<file path="config.mk">
export PLATFORM = sky130hd
export DESIGN_NAME = ate_ctrl
export DESIGN_NICKNAME = d
export VERILOG_FILES = /design/src/hw/rtl/ate_pkg.sv /design/src/hw/rtl/ate_ctrl.sv
export SDC_FILE = /design/constraint.sdc
export NUM_CORES = 1
export LEC_CHECK = 0
export BUFFER_PORTS_ARGS = -buffer_cell sky130_fd_sc_hd__buf_2
export CORE_AREA = 2 2 39 41
export CTS_CLUSTER_DIAMETER = 200
export DETAILED_ROUTE_END_ITERATION = 12
export DIE_AREA = 0 0 41 43
export PLACE_DENSITY_LB_ADDON = 0.25
export SLEW_MARGIN = 10
export SYNTH_ARGS = -nofsm -noshare
export SYNTH_HDL_FRONTEND = slang
export SYNTH_SLANG_ARGS = --single-unit
</file>
<file path="constraint.sdc">
create_clock -name clk -period 1.55 [get_ports clk]
set_input_delay 0.31 -clock clk [delete_from_list [all_inputs] [get_ports clk]]
set_output_delay 0.31 -clock clk [all_outputs]
set_load 0.02 [all_outputs]
</file>
<file path="src/hw/rtl/ate_pkg.sv">
// ----------------------------------------------------------------------------
// ANSI text terminal engine package
// Screen geometry, character codes, parser modes, controller states and the
// command and status bundles between the controller and the datapath.
// ----------------------------------------------------------------------------
package ate_pkg;

  // Screen geometry and field widths.
  localparam int SCREEN_ROWS = 24;
  localparam int SCREEN_COLS = 80;
  localparam int ROW_W       = 5;
  localparam int COL_W       = 7;
  localparam int CHAR_W      = 7;
  localparam int TOTAL_CELLS = SCREEN_ROWS * SCREEN_COLS;
  localparam int ADDR_W      = $clog2(TOTAL_CELLS);
  localparam int PTR_W       = $clog2(TOTAL_CELLS + 1);

  // Character codes.
  localparam logic [7:0] CH_BS     = 8'h08;
  localparam logic [7:0] CH_TAB    = 8'h09;
  localparam logic [7:0] CH_LF     = 8'h0a;
  localparam logic [7:0] CH_CR     = 8'h0d;
  localparam logic [7:0] CH_ESC    = 8'h1b;
  localparam logic [7:0] CH_SPACE  = 8'h20;
  localparam logic [7:0] CH_DEL    = 8'h7f;
  localparam logic [7:0] CH_ZERO   = 8'h30;
  localparam logic [7:0] CH_NINE   = 8'h39;
  localparam logic [7:0] CH_SEMI   = 8'h3b;
  localparam logic [7:0] CH_GT     = 8'h3e;
  localparam logic [7:0] CH_QUEST  = 8'h3f;
  localparam logic [7:0] CH_LBRACK = 8'h5b;

  // Control sequence final bytes.
  localparam logic [7:0] CSI_CUU = 8'h41;  // A
  localparam logic [7:0] CSI_CUD = 8'h42;  // B
  localparam logic [7:0] CSI_CUF = 8'h43;  // C
  localparam logic [7:0] CSI_CUB = 8'h44;  // D
  localparam logic [7:0] CSI_CUP = 8'h48;  // H
  localparam logic [7:0] CSI_ED  = 8'h4a;  // J
  localparam logic [7:0] CSI_EL  = 8'h4b;  // K
  localparam logic [7:0] CSI_HVP = 8'h66;  // f

  typedef enum logic [1:0] {
    MODE_NORMAL = 2'd0,
    MODE_ESC    = 2'd1,
    MODE_CSI    = 2'd2
  } parser_mode_t;

  typedef enum logic [3:0] {
    ST_CLEAR,
    ST_IDLE,
    ST_EXEC,
    ST_READ,
    ST_SCROLL_RD,
    ST_SCROLL_WR,
    ST_BLANK,
    ST_PUT,
    ST_DONE
  } ate_state_t;

  // Controller to datapath.
  typedef struct packed {
    logic accept;
    logic exec;
    logic cell_load;
    logic scroll_rd;
    logic scroll_wr;
    logic blank_step;
    logic put;
    logic load_out;
  } ate_cmd_t;

  // Datapath to controller.
  typedef struct packed {
    logic plan_read;
    logic plan_scroll;
    logic plan_blank;
    logic plan_put;
    logic blank_done;
    logic scroll_last;
    logic out_free;
  } ate_status_t;

  // Decimal parameter accumulation, saturating at 255.
  function automatic logic [7:0] acc_digit(input logic [7:0] v, input logic [3:0] d);
    logic [11:0] t;
    t = 12'(v) * 12'd10 + 12'(d);
    return (t > 12'd255) ? 8'hff : t[7:0];
  endfunction

endpackage

</file>
<file path="src/hw/rtl/ate_ctrl.sv">
// ----------------------------------------------------------------------------
// ANSI text terminal engine controller
// Sequences the clearing pass, request decode, cell reads, scroll and erase
// sweeps, character writes and the response handoff.
// ----------------------------------------------------------------------------
module ate_ctrl (
  input  logic                clk,
  input  logic                rst,
  input  logic                req_valid,
  output logic                req_ready,
  input  ate_pkg::ate_status_t status,
  output ate_pkg::ate_cmd_t    cmd
);
  import ate_pkg::*;

  ate_state_t state, state_next;
  logic       put_pend, put_pend_next;

  // State register.
  always_ff @(posedge clk) begin
    if (rst) begin
      state    <= ST_CLEAR;
      put_pend <= 1'b0;
    end else begin
      state    <= state_next;
      put_pend <= put_pend_next;
    end
  end

  // Next state and commands.
  always_comb begin
    state_next    = state;
    put_pend_next = put_pend;
    cmd           = '0;
    req_ready     = 1'b0;
    unique case (state)
      ST_CLEAR: begin
        if (status.blank_done) begin
          state_next = ST_IDLE;
        end else begin
          cmd.blank_step = 1'b1;
        end
      end
      ST_IDLE: begin
        req_ready  = 1'b1;
        cmd.accept = req_valid;
        if (req_valid) begin
          state_next = ST_EXEC;
        end
      end
      ST_EXEC: begin
        cmd.exec      = 1'b1;
        put_pend_next = status.plan_put;
        priority if (status.plan_read) begin
          state_next = ST_READ;
        end else if (status.plan_scroll) begin
          state_next = ST_SCROLL_RD;
        end else if (status.plan_blank) begin
          state_next = ST_BLANK;
        end else if (status.plan_put) begin
          state_next = ST_PUT;
        end else begin
          state_next = ST_DONE;
        end
      end
      ST_READ: begin
        cmd.cell_load = 1'b1;
        state_next    = ST_DONE;
      end
      ST_SCROLL_RD: begin
        cmd.scroll_rd = 1'b1;
        state_next    = ST_SCROLL_WR;
      end
      ST_SCROLL_WR: begin
        cmd.scroll_wr = 1'b1;
        state_next    = status.scroll_last ? ST_BLANK : ST_SCROLL_RD;
      end
      ST_BLANK: begin
        if (status.blank_done) begin
          state_next = put_pend ? ST_PUT : ST_DONE;
        end else begin
          cmd.blank_step = 1'b1;
        end
      end
      ST_PUT: begin
        cmd.put    = 1'b1;
        state_next = ST_DONE;
      end
      ST_DONE: begin
        if (status.out_free) begin
          cmd.load_out = 1'b1;
          state_next   = ST_IDLE;
        end
      end
      default: begin
        state_next = ST_IDLE;
      end
    endcase
  end

endmodule

</file>
* After elaboration in Yosys (flattened, before gate mapping)
Cells that the tools add are included.
** Word-level totals
- Input port bits :: 10
- Register bits after elaboration :: 5
** Cells by class
- Reductions and logical operators :: 4
- Mux-type cells :: 22
- Eq/ne operators :: 12
** Operator list (count)
- two-way mux 4 bit :: 9
- case mux 4 bit (8 select lines) :: 1
- equality test 4 x 3 -> 1 bit, second input constant :: 4
- two-way mux 1 bit :: 11
- equality test 4 x 2 -> 1 bit, second input constant :: 2
- inequality test 2 bit, second input constant :: 4
- equality test 4 x 1 -> 1 bit, second input constant :: 1
- equality test 4 bit, second input constant :: 1
- logical NOT 4 bit :: 1
- AND reduction 4 bit :: 1
- OR reduction 2 bit :: 2
- two-way mux 2 bit :: 1

* Longest topological paths before layout
Gate-level depths: netlist (run 1).
- Depth after elaboration :: 5
- Depth in mapped cells :: 6

* Worst setup path after synthesis (run 1)
OpenSTA, ideal clock, no wires.
- Path type :: flip-flop to output port
- Start point :: register state[0]
- End point :: output port cmd[7] in the netlist's numbering
- Arrival time :: 1419 ps
- Path buffers :: 1
- Cell stages (with the launch flop) :: 5
- Data required time :: 1240 ps
- Slack :: -179 ps
- Cell sequence :: dfxtp_1 -> buf_2 -> nand2b_1 -> nor3_1 -> and2_1
** RTL lines
- from (decl) :: RTL line ate_ctrl.sv:16 : ate_state_t state, state_next;
- from (signal assigned) :: RTL line ate_ctrl.sv:25 : state <= state_next;
- to (decl) :: RTL line ate_ctrl.sv:12 : output ate_pkg::ate_cmd_t cmd

==> metrics.csv, run 1 <==
stage;metric;value;unit
worst_setup_path;startpoint;state[2];
floorplan;fp-row-count;14;
floorplan;core;0.001384;sq mm
grt;top_usage_layer;met2;
status;violations;setup timing;
run;drv_cap;0;
finish;n_fill_cell;139;
timing;period_share;1.007;
power;pwr-share-seq;0.333;
drt;avgViaCountPerCell;5.365;
timing;tightest_slew;0.2847;ns
power;powerDensity;582.8;mW/mm^2
worst_setup_path;worstSetupPathDepth;4;
power;p_sw_frac;0.2937;
worst_hold_path;min_from;rst;
yosys;avgSynthCellArea;7.090;sq um
grt;use_met2;0.2469;
timing;fin_tns_setup;-0.01036;ns
timing;period_minus_slack;1.560;ns
timing;whs;0.3037;ns
worst_setup_path;endpoint_kind;output pin;
grt;gr-total-overflow;0;
drt;drtIter0Drc;11;
yosys;synth-xor-area-share;0;
yosys;synthAdderAreaFrac;0;
clock_tree;hold_buffers;0;
clock_tree;clock_sinks;5;
clock_tree;cts_tree;built;
yosys;yosysWarnings;0;
timing;skew;0.004443;ns
timing;slew_violations;0;
grt;grt_pass1_wl;1.876;mm
finish;diodes;0;
worst_setup_path;required;1.24;ns
floorplan;die_h;43;um
power;p_comb_frac;0.305;
yosys;synth-edff-count;0;
yosys;synthCells;66;
worst_hold_path;hold_depth;2;
floorplan;die-area;0.001763;sq mm
grt;grt_pass1_vias;496;
floorplan;start_util;0.3382;
worst_hold_path;hold_path.class;input pin to flip-flop;
power;clock_power_share;0.362;
clock_tree;htree_levels;1;
worst_setup_path;cp_max_fo;7;
status;status;finished with violations;
worst_setup_path;arrival;1.25;ns
floorplan;ioPinCount;19;
timing;relSlewSlack;0.8084;
clock_tree;cts.root.buffer_cell;clkbuf_4;
grt;antenna_found_initial;0;
place;portBuffers;18;
yosys;synth-main-ff-cell;dfxtp_1;
drt;first_pass_iters;4;
yosys;synthMuxAreaShare;0;
grt;met3_usage;0.06283;
yosys;synth-async-reset-ratio;0;
finish;final_area;696.9;sq um
floorplan;die_w;41;um
worst_setup_path;crit_path_top_delay_cell;dfxtp_4;
timing;fmax;640.9;MHz
timing;rsz0062_at_grt;yes;
clock_tree;cts_buffers;3;
worst_setup_path;path_buf_inv;1;
grt;grt_usage;0.1542;
worst_setup_path;cpPeakStageDelay;0.35;ns
clock_tree;cts.path.max_buffers;2;
grt;met1_usage;0.1824;
finish;layout.nets;99;
finish;area_growth;48.93;%
worst_setup_path;path_cells;or2b_4 -> nand2_4 -> nor3_4 -> buf_6;
drt;drc;0;
worst_setup_path;cpLargestDelayFamily;simple AND/OR/NAND/NOR gates;
power;p_int;286.9;uW
timing;finalSetupViolCount;1;
clock_tree;clk_latency;0.24;ns
drt;routed_wirelength;1.185;mm
timing;worst_slack;-0.01036;ns
finish;seqCellArea;106.4;sq um
timing;hold_viol_final;0;
yosys;synth-seq-area-share;0.2139;
power;irDropWorstVdd;423.5;uV
yosys;synth_cell_types;31;
finish;drive_above_1_share;0.4659;
worst_setup_path;timing.rr.start;state[2];
grt;grt_start_max_net_pins;8;
drt;postRouteAntennaNets;0;
worst_setup_path;crit_path_start_kind;flip-flop;
drt;vias;558;
yosys;synthSimpleGateAreaFrac;0.3743;
place;place_congestion;0.8184;
clock_tree;path_clk_slew;0.04;ns
place;dp_slack;0.1333;ns
finish;multi_input_area;384.1;sq um
place;dp_hpwl;958.6;um
power;p_sw;119.3;uW
yosys;ys_ff_latch;5;
yosys;syn-num-nets;76;
yosys;synth-compound-area-share;0.3048;
yosys;synth_top_family_by_area;simple AND/OR/NAND/NOR gates;
place;place_area;586.8;sq um
drt;wl_per_cell;11.39;um
power;p_leak;0.3055;nW
worst_setup_path;worstSetupPathType;flip-flop to output pin;
clock_tree;post-cts-setup-buffer-count;0;
worst_setup_path;worst-r2r-cell-count;4;
yosys;netlist_area;467.9;sq um
synthesized netlist by cell type (2+ instances only):
library cell / instances / area share
a21oi_1: 2 / 0.021
buf_6: 2 / 0.048
dfxtp_1: 5 / 0.21
inv_1: 3 / 0.024
nand2_1: 5 / 0.040
nand2b_1: 3 / 0.040
nand3_1: 2 / 0.021
nor2_1: 12 / 0.096
nor2b_1: 3 / 0.040
nor3_1: 3 / 0.032
o21ai_0: 5 / 0.053
o311a_1: 2 / 0.043
cell usage in the layout, fill, tap and decap left out, types with 2 or more instances in the layout:
| cell type | count |
|---|---|
| buf_2 | 14 |
| nor2_1 | 10 |
| buf_4 | 6 |
| o21ai_0 | 5 |
| nand2_1 | 4 |
| inv_1 | 3 |
| clkbuf_4 | 3 |
| buf_6 | 3 |
| nand2b_4 | 2 |
| nor2_4 | 2 |
| nor3_4 | 2 |
| a21oi_1 | 2 |
| o311a_1 | 2 |
| nand2b_1 | 2 |
| nor2b_1 | 2 |
| nand3_1 | 2 |
| dfxtp_1 | 2 |
| dfxtp_2 | 2 |
timing repair:
item / CTS / global route
pin swaps: 0 / 2
endpoints found under the setup margin: 4 / 4
gates resized for setup: 14 / 10
endpoints found under the hold margin: 0 / 0
layer usage:
metal	share of wire	vias up
li1	-	280
met2	0.52	18
met3	0.054	0
met1	0.42	260
met4	0	0
met5	0	-
power groups by stage:
stage,logic [mW],registers [mW],clock network (mW)
final,0.124,0.135,0.147
after global routing,0.135,0.136,0.163
after CTS,0.118,0.136,0.156
after detailed placement,0.103,0.138,0
after global placement,0.104,0.138,0
after floorplan,0.0659,0.136,0
metrics by stage:
step | power, mW | instances | util
after floorplan | 0.2020 | 66 | -
after global placement | 0.2415 | 100 | 0.4241
after detailed placement | 0.2409 | 100 | 0.4241
after CTS | 0.4100 | 104 | 0.4765
after global routing | 0.4339 | 104 | 0.5036
final | 0.4061 | 104 | 0.5036
area by class of cell:
class                           count  area share
Multi-Input combinational cell     53      0.5512
Tap cell                           16     0.02873
Sequential cell                     5      0.1526
Inverter                            3     0.01616
Timing Repair Buffer               23      0.2136
Clock buffer                        4     0.03770
kinds of logic after synthesis:
family / after synthesis
compound gates: 18
buf+inv: 8
flops: 5
simple gates: 35
registers in the layout, indices dropped and copies added (netlist names):
register / flops
state: 4
put_pend: 1
worst paths after layout:
| path | slack [ns] | endpoint |
|---|---|---|
| setup reg to reg | 0.23 | state[0] |
| hold reg to reg | 0.53 | put_pend |
| setup / recovery | -0.01 | cmd[2] |
| hold / removal | 0.30 | state[3] |
Power figures use the tool's default switching activity.
==> run 2, diff against run 1 <==
==> constraint.sdc (replaced) <==
create_clock -name clk -period 1.55 [get_ports clk]
set_input_delay 0.155 -clock clk [delete_from_list [all_inputs] [get_ports clk]]
set_output_delay 0.155 -clock clk [all_outputs]
set_load 0.02 [all_outputs]
==> run 2 against run 1 <==
  * The flow now finishes without violations
  * Hold slack got worse by 0.15 ns
  * Clock power is 3% lower
  * Routed wire length fell by 2.9%
  * Sequential share of layout area grew 0.92 points
  * Utilization decreased by 4.0 points
  * Critical path depth grew 1
  * Sequential power up 5%
  * Count of clock-buffer cells in the layout is the same
  * Largest power group is now registers
  * Highest routed layer is now met4
==> metrics.csv, run 2 (same netlist as run 1, synthesis figures left out) <==
stage;metric;value;unit;change
worst_setup_path;path_cells;buf_6 -> or2b_4 -> nand2_4 -> nor3_4 -> buf_6;;
finish;area_growth;37.17;%;
grt;grt_pass1_wl;1.987;mm;+5.9%
grt;antenna_found_initial;0;;unchanged
timing;finalSetupViolCount;0;;-1
drt;vias;530;;-5.0%
timing;tightest_slew;0.2468;ns;-0.03790 ns
worst_setup_path;arrival;1.31;ns;+0.06 ns
clock_tree;path_clk_slew;0.04;ns;about the same
worst_setup_path;cpMostUsedCell;buf_6;;
power;powerDensity;599.2;mW/mm^2;+2.8%
drt;first_pass_iters;4;;unchanged
finish;largest_reg_flops;4;;unchanged
timing;skew;0.0004884;ns;-0.003954 ns
worst_setup_path;worst-r2r-cell-count;5;;+1
floorplan;die-area;0.001763;sq mm;unchanged
finish;layout.nets;98;;-1.0%
grt;grt_start_max_net_pins;10;;+2
timing;fmax;681.2;MHz;+6.3%
worst_setup_path;cp_max_fo;5;;-2
status;status;finished, final reports clean;;
grt;gr-total-overflow;0;;unchanged
timing;slew_violations;0;;unchanged
timing;fin_tns_setup;0;ns;+0.01036 ns
worst_setup_path;r2r_slack;0.22;ns;about the same
timing;whs;0.1491;ns;-0.1545 ns
run;drv_cap;0;;unchanged
worst_setup_path;crit_path_top_delay_cell;dfxtp_2;;
clock_tree;cts.root.buffer_cell;clkbuf_4;;
grt;grt_pass1_vias;495;;-0.20%
power;irDropWorstVdd;345.5;uV;-18%
place;dp_hpwl;969.4;um;+1.1%
place;portBuffers;18;;unchanged
floorplan;die_w;41;um;unchanged
worst_setup_path;endpoint_kind;output pin;;
place;place_congestion;0.8339;;+1.9%
floorplan;ioPinCount;19;;unchanged
floorplan;fp-row-count;14;;unchanged
floorplan;core;0.001384;sq mm;unchanged
finish;diodes;0;;unchanged
clock_tree;hold_buffers;0;;unchanged
worst_hold_path;hold_path.class;input pin to flip-flop;;
finish;drive_above_1_share;0.4253;;-0.04062
clock_tree;clk_latency;0.23;ns;about the same
worst_setup_path;required;1.39;ns;+0.15 ns
worst_setup_path;crit_path_start_kind;flip-flop;;
floorplan;start_util;0.3382;;unchanged
drt;postRouteAntennaNets;0;;unchanged
clock_tree;htree_levels;1;;unchanged
finish;layout_commonest_cell;buf_2;;
grt;grt_usage;0.1621;;+0.007901
place;place_area;579.3;sq um;-1.3%
clock_tree;clock_sinks;5;;unchanged
clock_tree;cts.path.max_buffers;2;;unchanged
finish;top_regs;state x4, put_pend x1;;
worst_setup_path;cpPeakStageDelay;0.33;ns;-0.02 ns
clock_tree;post-cts-setup-buffer-count;0;;unchanged
worst_hold_path;whs_endpoint;state[3];;
timing;period_minus_slack;1.468;ns;-0.09244 ns
timing;relSlewSlack;0.8339;;+0.02550
finish;final_area;641.9;sq um;-7.9%
drt;routed_wirelength;1.151;mm;-2.9%
drt;drc;0;;unchanged
finish;top_register;state;;
finish;finalNonFillerCells;103;;-0.96%
finish;final_cell_mix;buf_2, nor2_1, o21ai_0;;
place;dp.cells;99;;-1.0%
clock_tree;cts_buffers;3;;unchanged
worst_hold_path;min_from;rst;;
timing;period_share;0.9470;;-0.05964
power;finalPower;384.6;uW;-5.3%
worst_setup_path;timing.rr.start;state[2];;
drt;wl_per_cell;11.17;um;-1.9%
floorplan;die_h;43;um;unchanged
clock_tree;cts_tree;built;;
worst_hold_path;hold_depth;2;;unchanged
power;p_leak;0.2966;nW;-2.9%
drt;avgViaCountPerCell;5.146;;-4.1%
worst_setup_path;worstSetupPathType;flip-flop to output pin;;
timing;hold_viol_final;0;;unchanged
drt;drtIter0Drc;7;;-4
timing;rsz0062_at_grt;yes;;
worst_setup_path;r2r-end;state[0];;
[run 2: how the worst max path moves through the flow]
| stage | start | end | slack (ns) | depth (start not counted) |
|---|---|---|---|---|
| after CTS | state[2] | cmd[2] | 0.02 | 5 |
| after global placement | state[0] | state[1] | 0.17 | 3 |
| after floorplan | state[0] | state[1] | 0.10 | 5 |
| after detailed placement | state[0] | state[1] | 0.13 | 3 |
| after global routing | state[2] | cmd[2] | -0.01 | 5 |
| final | state[2] | cmd[2] | 0.08 | 5 |
[run 2: worst max-delay path, delay by kind of cell, from the launching register on]
kind | cells | cell delay, ns
buf+inv | 2 | 0.27
flops | 1 | 0.33
simple gates | 3 | 0.47
[run 2: stage by stage]
| step | utilization | setup WS (ns) |
|---|---|---|
| final | 0.4638 | 0.08208 |
| after detailed placement | 0.4186 | 0.1323 |
| after CTS | 0.4467 | 0.01592 |
| after floorplan | - | 0.1037 |
| after global routing | 0.4638 | -0.01186 |
| after global placement | 0.4186 | 0.1717 |
[run 2: final cells by class]
class	count	area, sq um
Sequential cell	5	103.9
Timing Repair Buffer	22	130.1
Clock buffer	4	26.28
Multi-Input combinational cell	53	350.3
Tap cell	16	20.02
Fill cell	148	742.0
Inverter	3	11.26
[run 2: routing by layer]
metal,vias to the layer above,GRT usage,wire [um],part of all wire
li1,278,-,-,-
met1,232,0.2110,492,0.43
met2,18,0.2531,586,0.51
met3,2,0.03141,67,0.058
met4,0,0.06000,4,0.0035
met5,-,0,0,0
[run 2: timing repair]
item | in CTS | in global routing
pin swaps | 0 | 1
setup endpoints to repair | 2 | 4
resized for setup | 4 | 8
[run 2: power breakdown]
| group | internal [mW] | total, mW | leakage (nW) | switching [mW] |
|---|---|---|---|---|
| sequential | 0.134 | 0.142 | 0.0418 | 0.00793 |
| combinational | 0.0470 | 0.101 | 0.240 | 0.0543 |
| clock | 0.0968 | 0.142 | 0.0150 | 0.0449 |
==> run 3, diff against run 2 <==
Settings changed: PLACE_DENSITY_LB_ADDON 0.25 to default.
Clock period 1.55 ns to 1.65 ns, I/O delays scaled along.
==> run 3 against run 2 <==
  * Clock skew up 0.00064 ns
  * Routed wire length up 1.8%
  * Global-route usage decreased by 0.54 points
  * Critical path depth did not move
  * First-iteration DRC count grew 86%
  * Utilization down 3.8 points
  * Critical endpoint unchanged
  * Largest cell class unchanged
==> metrics.csv, run 3 (same netlist as run 1, synthesis figures left out) <==
stage;metric;value;unit;change
grt;gr-total-overflow;0;;unchanged
timing;relSlewSlack;0.8223;;-0.01159
timing;hold_viol_final;0;;unchanged
timing;fmax;640.9;MHz;
timing;slew_violations;0;;unchanged
drt;routed_wirelength;1.172;mm;+1.8%
place;dp_slack;0.1650;ns;+0.03268 ns
clock_tree;cts.path.max_buffers;2;;unchanged
drt;met3_length;62;um;-7.5%
finish;final_util;0.4259;;-0.03798
status;status;finished, final reports clean;;
clock_tree;cts_tree;built;;
drt;first_pass_iters;4;;unchanged
finish;largest_reg_flops;4;;unchanged
drt;vias;546;;+3.0%
worst_setup_path;arrival;1.40;ns;+0.09 ns
worst_setup_path;worstSetupPathType;flip-flop to output pin;;
floorplan;die_h;43;um;unchanged
place;dp_hpwl;904.5;um;-6.7%
timing;whs;0.1509;ns;+0.001743 ns
timing;period_share;0.9456;;
worst_setup_path;crit_path_start_kind;flip-flop;;
finish;top_regs;state x4, put_pend x1;;
grt;grt_usage;0.1568;;-0.005351
grt;grt_start_max_net_pins;12;;+2
clock_tree;htree_levels;1;;unchanged
drt;drt-met1-wl;527;um;+7.1%
clock_tree;clk_latency;0.24;ns;about the same
clock_tree;cts_buffers;3;;unchanged
worst_setup_path;cpLargestDelayFamily;simple AND/OR/NAND/NOR gates;;
floorplan;fp-row-count;14;;unchanged
clock_tree;cts.root.buffer_cell;clkbuf_4;;
place;portBuffers;18;;unchanged
floorplan;start_util;0.3382;;unchanged
finish;diodes;0;;unchanged
timing;skew;0.001129;ns;+0.0006406 ns
finish;final_cell_mix;buf_2, nor2_1, nand2_1, o21ai_0;;
power;p_leak;0.2738;nW;-7.7%
finish;drive_above_1_share;0.3452;;-0.08005
finish;area_growth;25.94;%;
finish;layout_commonest_cell;buf_2;;
finish;layout.nets;95;;-3.1%
worst_setup_path;crit_path_top_delay_cell;dfxtp_1;;
power;irDropWorstVdd;406.0;uV;+18%
worst_setup_path;cpMostUsedCell;buf_4;;
power;finalPower;356.9;uW;-7.2%
drt;top_layer_used;met3;;
floorplan;core;0.001384;sq mm;unchanged
drt;postRouteAntennaNets;0;;unchanged
worst_setup_path;cpPeakStageDelay;0.31;ns;-0.02 ns
finish;top_register;state;;
timing;rsz0062_at_grt;no;;
grt;antenna_found_initial;0;;unchanged
worst_hold_path;hold_path.class;input pin to flip-flop;;
timing;worst_slack;0.08972;ns;+0.007642 ns
drt;wl_met2;581;um;-0.85%
timing;period_minus_slack;1.560;ns;
floorplan;die_w;41;um;unchanged
drt;drc;0;;unchanged
drt;avgViaCountPerCell;5.460;;+6.1%
drt;wl_per_cell;11.72;um;+4.9%
power;powerDensity;605.6;mW/mm^2;+1.1%
worst_setup_path;required;1.48;ns;+0.09 ns
run;drv_cap;0;;unchanged
clock_tree;clock_sinks;5;;unchanged
timing;tightest_slew;0.2657;ns;+0.01883 ns
floorplan;ioPinCount;19;;unchanged
timing;finalSetupViolCount;0;;unchanged
floorplan;die-area;0.001763;sq mm;unchanged
worst_setup_path;cp_max_fo;8;;+3
place;place_congestion;0.8510;;+2.1%
timing;fin_tns_setup;0;ns;unchanged
clock_tree;path_clk_slew;0.04;ns;about the same
grt;grt_pass1_vias;454;;-8.3%
drt;drtIter0Drc;13;;+6
worst_setup_path;endpoint_kind;output pin;;
grt;grt_pass1_wl;1.897;mm;-4.5%
worst_setup_path;path_buf_inv;2;;unchanged
worst_setup_path;path_cells;buf_4 -> or2b_1 -> nand2_1 -> nor3_4 -> buf_4;;
==> run 3: per-stage QoR <==
step	cells	instance area (sq um)
floorplan	66	467.9
global placement	96	546.8
detailed placement	96	546.8
CTS	100	584.3
global route	100	589.3
finish	100	589.3
==> run 3: what timing repair did <==
item,in CTS,in global routing
hold buffers,0,0
buffers inserted,0,0
gates cloned,0,0
endpoints found under the setup margin,1,4
gates resized for setup,2,3
==> run 3: path summary, 6_finish.rpt <==
| path | startpoint | slack [ns] | cells after the start | end |
|---|---|---|---|---|
| max reg2reg | state[0] | 0.23 | 3 | state[1] |
| max | state[2] | 0.09 | 5 | cmd[2] |
| min | rst | 0.15 | 2 | state[3] |
| min reg2reg | put_pend | 0.54 | 2 | put_pend |
==> run 3: where the power goes <==
part / total [mW] / internal [mW] / switching [mW]
clock network: 0.138 / 0.0912 / 0.0466
registers: 0.134 / 0.126 / 0.00836
logic: 0.0852 / 0.0372 / 0.0480
==> run 3: final cells by class <==
cell class / instances / area [sq um]
multi-input cells: 53 / 329.1
well taps: 16 / 20.02
clock buffers: 4 / 26.28
repair buffers: 19 / 100.1
inverters: 3 / 11.26
flip-flops and latches: 5 / 102.6
fillers: 151 / 794.5
==> run 3: metal layers <==
| metal | up-vias | GRT usage |
|---|---|---|
| li1 | 272 | - |
| met1 | 259 | 0.2065 |
| met2 | 15 | 0.2406 |
| met3 | 0 | 0.04712 |
| met4 | 0 | 0.04000 |
| met5 | - | 0 |
